**src/rtl/core/thb_pkg.sv**
```systemverilog
// Shared types, widths and constants of the temperature band hours histogram.
package thb_pkg;

    localparam int NUM_BANDS   = 10;
    localparam int COUNT_WIDTH = 32;

    localparam int OP_W       = 2;
    localparam int TEMP_W     = 18;
    localparam int SEL_W      = 4;
    localparam int BAND_W     = 4;
    localparam int TOTAL_W    = 32;
    localparam int WIN_W      = 8;
    localparam int EDGE_W     = 18;
    localparam int BW_W       = 16;
    localparam int CFG_IDX_W  = 2;
    localparam int CFG_DATA_W = 18;

    // running sum of up to 255 samples of 18 bits
    localparam int SUM_W  = TEMP_W + WIN_W + 1;
    // first edge times window length, and band width times window length
    localparam int BASE_W = EDGE_W + WIN_W + 1;
    localparam int STEP_W = BW_W + WIN_W;
    // scaled band edges: base plus up to NUM_BANDS-2 steps
    localparam int THR_W  = BASE_W + $clog2(NUM_BANDS) + 1;

    localparam int WIN_RESET_I  = 10;
    localparam int EDGE_RESET_I = -10000;
    localparam int BW_RESET_I   = 10000;

    localparam logic [WIN_W-1:0]  WIN_RESET  = WIN_W'(WIN_RESET_I);
    localparam logic [EDGE_W-1:0] EDGE_RESET = EDGE_W'(EDGE_RESET_I);
    localparam logic [BW_W-1:0]   BW_RESET   = BW_W'(BW_RESET_I);
    localparam logic [BASE_W-1:0] BASE_RESET = BASE_W'(EDGE_RESET_I * WIN_RESET_I);
    localparam logic [STEP_W-1:0] STEP_RESET = STEP_W'(BW_RESET_I * WIN_RESET_I);

    typedef enum logic [OP_W-1:0] {
        OP_SAMPLE = 2'd0,
        OP_READ   = 2'd1,
        OP_CLEAR  = 2'd2
    } op_t;

    typedef enum logic [CFG_IDX_W-1:0] {
        CFG_WINDOW = 2'd0,
        CFG_EDGE   = 2'd1,
        CFG_WIDTH  = 2'd2
    } cfg_idx_t;

    // configuration as seen by the datapath
    typedef struct packed {
        logic [WIN_W-1:0]  weff;      // window length, zero taken as one
        logic [BASE_W-1:0] base_thr;  // first edge * weff, signed
        logic [STEP_W-1:0] step_thr;  // band width * weff
    } thb_cfg_t;

    // counter bank control for one transfer
    typedef struct packed {
        logic                 inc;
        logic                 clr;
        logic [NUM_BANDS-1:0] hit;
    } thb_cnt_ctl_t;

endpackage

```
**src/rtl/core/thb_cfg.sv**
```systemverilog
// Configuration registers with the scaled edge base and step kept alongside.
module thb_cfg (
    input  logic                        clk,
    input  logic                        rst_n,
    input  logic                        cfg_write,
    input  logic [thb_pkg::CFG_IDX_W-1:0]  cfg_index,
    input  logic [thb_pkg::CFG_DATA_W-1:0] cfg_data,
    output thb_pkg::thb_cfg_t           cfg
);
    import thb_pkg::*;

    logic [WIN_W-1:0]  weff_reg, weff_next;
    logic [EDGE_W-1:0] first_reg, first_next;
    logic [BW_W-1:0]   width_reg, width_next;
    logic [BASE_W-1:0] base_reg, base_next;
    logic [STEP_W-1:0] step_reg, step_next;

    always_comb
    begin
        weff_next  = weff_reg;
        first_next = first_reg;
        width_next = width_reg;
        if (cfg_write)
        begin
            case (cfg_idx_t'(cfg_index))
                CFG_WINDOW:
                begin
                    if (cfg_data[WIN_W-1:0] == '0)
                        weff_next = WIN_W'(1);
                    else
                        weff_next = cfg_data[WIN_W-1:0];
                end
                CFG_EDGE:  first_next = cfg_data[EDGE_W-1:0];
                CFG_WIDTH: width_next = cfg_data[BW_W-1:0];
                default:   ;
            endcase
        end
    end

    // scaled values follow the new settings into the same edge
    assign base_next = BASE_W'($signed(first_next) * $signed({1'b0, weff_next}));
    assign step_next = STEP_W'(width_next * weff_next);

    always_ff @(posedge clk or negedge rst_n)
    begin
        if (!rst_n)
        begin
            weff_reg  <= WIN_RESET;
            first_reg <= EDGE_RESET;
            width_reg <= BW_RESET;
            base_reg  <= BASE_RESET;
            step_reg  <= STEP_RESET;
        end
        else
        begin
            weff_reg  <= weff_next;
            first_reg <= first_next;
            width_reg <= width_next;
            base_reg  <= base_next;
            step_reg  <= step_next;
        end
    end

    assign cfg.weff     = weff_reg;
    assign cfg.base_thr = base_reg;
    assign cfg.step_thr = step_reg;

endmodule

```
**src/rtl/core/thb_band.sv**
```systemverilog
// Band selection: window sum against every scaled band edge in parallel.
module thb_band (
    input  thb_pkg::thb_cfg_t                   cfg,
    input  logic signed [thb_pkg::SUM_W-1:0]    sum,
    output logic [thb_pkg::BAND_W-1:0]          band,
    output logic [thb_pkg::NUM_BANDS-1:0]       hit
);
    import thb_pkg::*;

    logic [NUM_BANDS-2:0]     below;
    logic signed [THR_W-1:0]  sum_ext;

    assign sum_ext = THR_W'(sum);

    for (genvar k = 0; k < NUM_BANDS - 1; k++)
    begin : g_edge
        logic signed [THR_W-1:0] thr;
        assign thr = THR_W'($signed(cfg.base_thr)) + THR_W'(cfg.step_thr) * THR_W'(k);
        assign below[k] = sum_ext < thr;
    end

    // lowest edge that the sum lies below wins; open top band otherwise
    always_comb
    begin
        band = BAND_W'(NUM_BANDS - 1);
        for (int k = NUM_BANDS - 2; k >= 0; k--)
        begin
            if (below[k])
                band = BAND_W'(k);
        end
    end

    always_comb
    begin
        for (int i = 0; i < NUM_BANDS; i++)
            hit[i] = (band == BAND_W'(i));
    end

endmodule

```
**src/rtl/core/thb_counters.sv**
```systemverilog
// Bank of saturating band minute counters, one lane per band.
module thb_counters (
    input  logic                              clk,
    input  logic                              rst_n,
    input  thb_pkg::thb_cnt_ctl_t             ctl,
    input  logic [thb_pkg::WIN_W-1:0]         weff,
    input  logic [thb_pkg::NUM_BANDS-1:0]     rd_hot,
    output logic [thb_pkg::COUNT_WIDTH-1:0]   upd_total,
    output logic [thb_pkg::COUNT_WIDTH-1:0]   rd_total
);
    import thb_pkg::*;

    logic [COUNT_WIDTH-1:0] count_reg [NUM_BANDS];
    logic [COUNT_WIDTH-1:0] count_next [NUM_BANDS];
    logic [COUNT_WIDTH-1:0] bumped [NUM_BANDS];

    for (genvar i = 0; i < NUM_BANDS; i++)
    begin : g_lane
        logic [COUNT_WIDTH:0] wide;
        assign wide = {1'b0, count_reg[i]} + (COUNT_WIDTH + 1)'(weff);
        // carry out means the counter would pass its top value
        assign bumped[i] = wide[COUNT_WIDTH] ? '1 : wide[COUNT_WIDTH-1:0];

        always_comb
        begin
            if (ctl.clr)
                count_next[i] = '0;
            else if (ctl.inc && ctl.hit[i])
                count_next[i] = bumped[i];
            else
                count_next[i] = count_reg[i];
        end

        always_ff @(posedge clk or negedge rst_n)
        begin
            if (!rst_n)
                count_reg[i] <= '0;
            else
                count_reg[i] <= count_next[i];
        end
    end

    always_comb
    begin
        upd_total = '0;
        rd_total  = '0;
        for (int i = 0; i < NUM_BANDS; i++)
        begin
            if (ctl.hit[i])
                upd_total = upd_total | bumped[i];
            if (rd_hot[i])
                rd_total = rd_total | count_reg[i];
        end
    end

endmodule

```
**src/rtl/core/temperature_band_hours_histogram_top.sv**
```systemverilog
// Top level of the temperature band hours histogram.
//
// Each transfer on the sample channel carries one operation and produces
// exactly one transfer on the result channel, in the following cycle at the
// earliest. A new transfer is taken every cycle: all work is done in the
// logic between the input ports and the result register, and the sample
// channel stalls only while a finished result is held by a stalled result
// channel. Sample operations add temp_milli to a running window sum; when
// the window_samples-th sample arrives the mean is binned by comparing the
// sum against each band edge scaled by the window length (no divide), and
// the window length in minutes is added to that band's saturating counter.
// Read returns one counter, clear zeroes all counters and the window.
// The scaled edge base and step are recomputed on each configuration
// write, which is only legal while the block is idle. Counters clear at
// reset; no clearing pass is needed.
module temperature_band_hours_histogram_top (
    input  logic                              clk,
    input  logic                              rst_n,
    // configuration
    input  logic                              cfg_write,
    input  logic [thb_pkg::CFG_IDX_W-1:0]     cfg_index,
    input  logic [thb_pkg::CFG_DATA_W-1:0]    cfg_data,
    // sample channel
    input  logic                              sample_valid,
    output logic                              sample_stall,
    input  logic [thb_pkg::OP_W-1:0]          operation,
    input  logic signed [thb_pkg::TEMP_W-1:0] temp_milli,
    input  logic [thb_pkg::SEL_W-1:0]         band_select,
    // result channel
    output logic                              result_valid,
    input  logic                              result_stall,
    output logic                              window_done,
    output logic [thb_pkg::BAND_W-1:0]        band_index,
    output logic [thb_pkg::TOTAL_W-1:0]       band_total
);
    import thb_pkg::*;

    thb_cfg_t               cfg;
    thb_cnt_ctl_t           cnt_ctl;

    logic                   accept;
    logic [WIN_W-1:0]       fill_reg, fill_next;
    logic signed [SUM_W-1:0] sum_reg, sum_next;
    logic signed [SUM_W-1:0] sum_new;
    logic [WIN_W:0]         fill_inc;
    logic                   closes;

    logic [BAND_W-1:0]      band;
    logic [NUM_BANDS-1:0]   hit;
    logic [NUM_BANDS-1:0]   rd_hot;
    logic [COUNT_WIDTH-1:0] upd_total;
    logic [COUNT_WIDTH-1:0] rd_total;

    logic                   valid_reg, valid_next;
    logic                   done_reg, done_next;
    logic [BAND_W-1:0]      index_reg, index_next;
    logic [TOTAL_W-1:0]     total_reg, total_next;

    thb_cfg u_cfg (
        .clk       (clk),
        .rst_n     (rst_n),
        .cfg_write (cfg_write),
        .cfg_index (cfg_index),
        .cfg_data  (cfg_data),
        .cfg       (cfg)
    );

    // hold the sample channel only while a result waits on a stalled sink
    assign sample_stall = valid_reg && result_stall;
    assign accept       = sample_valid && !sample_stall;

    // window bookkeeping for this sample
    assign sum_new  = sum_reg + SUM_W'(temp_milli);
    assign fill_inc = {1'b0, fill_reg} + (WIN_W + 1)'(1);
    assign closes   = fill_inc >= {1'b0, cfg.weff};

    thb_band u_band (
        .cfg  (cfg),
        .sum  (sum_new),
        .band (band),
        .hit  (hit)
    );

    // read select, empty for a band beyond the last one
    always_comb
    begin
        for (int i = 0; i < NUM_BANDS; i++)
            rd_hot[i] = (band_select == SEL_W'(i));
    end

    always_comb
    begin
        cnt_ctl.inc = accept && (op_t'(operation) == OP_SAMPLE) && closes;
        cnt_ctl.clr = accept && (op_t'(operation) == OP_CLEAR);
        cnt_ctl.hit = hit;
    end

    thb_counters u_counters (
        .clk       (clk),
        .rst_n     (rst_n),
        .ctl       (cnt_ctl),
        .weff      (cfg.weff),
        .rd_hot    (rd_hot),
        .upd_total (upd_total),
        .rd_total  (rd_total)
    );

    // window state and result payload
    always_comb
    begin
        fill_next  = fill_reg;
        sum_next   = sum_reg;
        done_next  = done_reg;
        index_next = index_reg;
        total_next = total_reg;
        if (accept)
        begin
            done_next  = 1'b0;
            index_next = '0;
            total_next = '0;
            case (op_t'(operation))
                OP_SAMPLE:
                begin
                    if (closes)
                    begin
                        fill_next  = '0;
                        sum_next   = '0;
                        done_next  = 1'b1;
                        index_next = band;
                        total_next = TOTAL_W'(upd_total);
                    end
                    else
                    begin
                        fill_next = fill_inc[WIN_W-1:0];
                        sum_next  = sum_new;
                    end
                end
                OP_READ:
                begin
                    index_next = band_select;
                    total_next = TOTAL_W'(rd_total);
                end
                OP_CLEAR:
                begin
                    fill_next = '0;
                    sum_next  = '0;
                end
                default: ;
            endcase
        end
    end

    // result register: loads on each accepted transfer, drains when taken
    always_comb
    begin
        if (accept)
            valid_next = 1'b1;
        else if (result_stall)
            valid_next = valid_reg;
        else
            valid_next = 1'b0;
    end

    always_ff @(posedge clk or negedge rst_n)
    begin
        if (!rst_n)
        begin
            fill_reg  <= '0;
            sum_reg   <= '0;
            valid_reg <= 1'b0;
        end
        else
        begin
            fill_reg  <= fill_next;
            sum_reg   <= sum_next;
            valid_reg <= valid_next;
        end
    end

    always_ff @(posedge clk)
    begin
        done_reg  <= done_next;
        index_reg <= index_next;
        total_reg <= total_next;
    end

    assign result_valid = valid_reg;
    assign window_done  = done_reg;
    assign band_index   = index_reg;
    assign band_total   = total_reg;

endmodule
```
**config.mk**
```make
export PLATFORM = sky130hd
export DESIGN_NAME = temperature_band_hours_histogram_top
export DESIGN_NICKNAME = d
export VERILOG_FILES = /design/src/rtl/core/thb_pkg.sv /design/src/rtl/core/thb_cfg.sv /design/src/rtl/core/thb_band.sv /design/src/rtl/core/thb_counters.sv /design/src/rtl/core/temperature_band_hours_histogram_top.sv
export SDC_FILE = /design/constraint.sdc
export NUM_CORES = 2
export LEC_CHECK = 0
export BUFFER_PORTS_ARGS = -buffer_cell sky130_fd_sc_hd__buf_4
export CAP_MARGIN = 15
export CORE_MARGIN = 2
export CORE_UTILIZATION = 45
export CTS_CLUSTER_SIZE = 14
export DETAILED_ROUTE_END_ITERATION = 10
export PLACE_DENSITY = 0.68
export SYNTH_ARGS = -nofsm -noshare
export SYNTH_HDL_FRONTEND = slang
export SYNTH_SLANG_ARGS = --single-unit
```
**constraint.sdc**
```tcl
create_clock -name clk -period 8.9 [get_ports clk]
set_input_delay 0.445 -clock clk [delete_from_list [all_inputs] [get_ports clk]]
set_output_delay 0.445 -clock clk [all_outputs]
set_load 0.005 [all_outputs]
```
==> metrics.csv <==
metric;value;unit
DR WL/cell;25.7;microns
Netlist Area Pre-Place;60500;sq um
Hold Crit Class;input pin to flop;
Ports;88;
Worst Clk Skew;0.0520;ns
initial antenna violation count;7;
Initial Util;0.453;
number of global-route vias before repair;57100;
Yosys warnings;0;
# DRC;0;
FP Rows;134;
Chip Width;371;microns
commonest non-fill, non-tap cells in the layout;754 x nor2_1, 744 x ha_1, 542 x a21oi_1;
Post-synth EDFFs;37;
ys async rst share;0.924;
clock buffer count from CTS;69;
Final Worst Setup Slack;0.264;ns
Die ar.;137000;sq um
aggregate global routing overflow;0;
DP Wirelength;182000;microns
max reg flops;320;
pin count of the biggest net entering global routing;147;
# setup viols final;0;
post-route setup TNS;0;ns
PortBufs;87;
Syn Nets;8320;
CTS H-tree lvls;3;
Final Hold Fails;0;
gate count of the mapped netlist;7285;
Detailed Route Iter0 Violations;7296;
Initial DRT Pass Iterations;7;
worst path required time;9.29;ns
latest clock arrival within the worst-skew pair;0.70;ns
Tcrit/Tclk final;0.970;
routed vias;59600;
Max Cap Violations;0;
Routed Antenna Nets;0;
worst setup path class;flop to flop;
synth top area cells;dfrtp_1 17%, ha_1 15%, fa_1 8.0%;
gp weighted congestion;1.03;
largest area contributor in the netlist;dfrtp_1;
Yosys top cell area share;0.169;
Final Cell Area;66800;sq um
Fillers;12700;
layout net count;8386;
CP Launch Type;flop;
core area;133000;sq um
Max Slew Vio Count;0;
Worst Path Max Fanout;13;
Top FF cell, synth;dfrtp_1;
Clock transition at path regs;0.06;ns
Fin Hold WS;0.236;ns
achievable clock frequency;0.116;GHz
Slew HR;0.163;
routed vias/inst;6.49;
die height;371;microns
endpoint class of the critical path;flop;
Worst Max-Slew Pin Slew;1.25;ns
Root Buffer;clkbuf_16;
global-route wire length before repair;353000;microns
layout cell share with drive strength beyond 1;0.0895;
commonest non-fill, non-tap cell in the layout;nor2_1;
critical path arrival;9.03;ns
final wirelength;236000;microns
CP max stage delay;0.95;ns
synthesized area per cell;8.31;sq um
outcome;complete, no violations;
# clock sinks;486;
min cycle time layout;8.64;ns
Distinct cells, synth;100;
CP max stage cell;nor4_1;
Placement Cell Area;64100;sq um
Clock Path Buffers;3;
Layout area overhead;10.4;%
CTS tree;done;
Total GRT Usage;0.337;
pre-CTS setup slack;0.183;ns
post-synthesis register bit count;486;
Seq/Total Area, Yosys;0.205;
## final timing paths
| check | startpoint | to | slack (ns) | cells after the start |
|---|---|---|---|---|
| setup / recovery | u_cfg.step_reg[3] | band_total[16] | 0.26 | 36 |
| hold / removal | band_select[1] | band_index[1] | 0.24 | 3 |
| setup reg to reg | u_cfg.step_reg[3] | band_total[16] | 0.26 | 36 |
| hold reg to reg | sum_reg[26] | sum_reg[26] | 0.50 | 1 |
| max in group asynchronous | rst_n | u_counters.count_reg[36] | 6.38 | 4 |
| min in group asynchronous | rst_n | u_counters.count_reg[284] | 0.26 | 2 |
## cells by family (layout without fill, tap and decap cells)
family	count (synthesis)	count (layout)	share of synthesized area
XOR/XNOR	508	508	0.0735
AO/OA/AOI/OAI	2115	2115	0.239
other	0	1	0
flip-flops	486	486	0.205
adder cells (fa/ha/maj)	986	986	0.234
AND/OR/NAND/NOR	2331	2331	0.183
buffers and inverters	751	873	0.0475
multiplexers	108	108	0.0181
## timing repair
| item | in CTS | in global routing |
|---|---|---|
| hold buffers | 3 | 0 |
| setup buffers | 0 | 4 |
| setup endpoints to repair | 0 | 195 |
| resized for setup | 0 | 48 |
| hold endpoints to repair | 51 | 0 |
## synthesized netlist by cell type (69+ instances only)
cell      number
nor2_1       761
ha_1         745
a21oi_1      547
nand2_1      535
inv_1        449
dfrtp_1      409
xnor2_1      345
o21ai_0      344
nand3_1      250
fa_1         241
clkbuf_1     234
xor2_1       163
nor3_1       161
a21o_1       146
and3_1       142
a311oi_1     116
o21a_1       106
a22oi_1       97
mux2i_1       96
a31o_2        84
nand2b_1      78
nand4_1       74
nor2b_1       73
a22o_1        69
## final cells by class
class / instances / area [sq um] / share of cell area
Multi-Input combinational cell: 6048 / 45500 / 0.682
Sequential cell: 486 / 12400 / 0.186
Timing Repair Buffer: 292 / 2460 / 0.0369
Tap cell: 1768 / 2210 / 0.0331
Clock buffer: 98 / 2000 / 0.0299
Inverter: 454 / 1700 / 0.0255
Clock inverter: 29 / 472 / 0.00706
Antenna cell: 1 / 2.50 / 0.0000375
## routing by layer
metal	global-route usage	up-vias	wire (microns)
met5	0	-	71
met4	0.129	12	9590
met3	0.115	527	30500
met2	0.496	3071	98000
met1	0.453	29200	98000
li1	-	26800	-
## worst max-delay path, delay by kind of cell (launching register included)
kind,cells,cell delay [ns]
adder cells (fa/ha/maj),5,1.33
flip-flops,1,0.48
AO/OA/AOI/OAI,18,3.92
AND/OR/NAND/NOR,6,1.48
buffers and inverters,5,0.90
XOR/XNOR,2,0.23
## stage by stage
step / instances / utilization
floorplan: 7285 / -
global placement: 9041 / 0.480
detailed placement: 9041 / 0.480
CTS: 9171 / 0.499
global route: 9175 / 0.501
finish: 9176 / 0.501
Power is left out: the tool's default activity adds up to more than one toggle a clock period on the data nets, which glitch-free logic cannot reach.
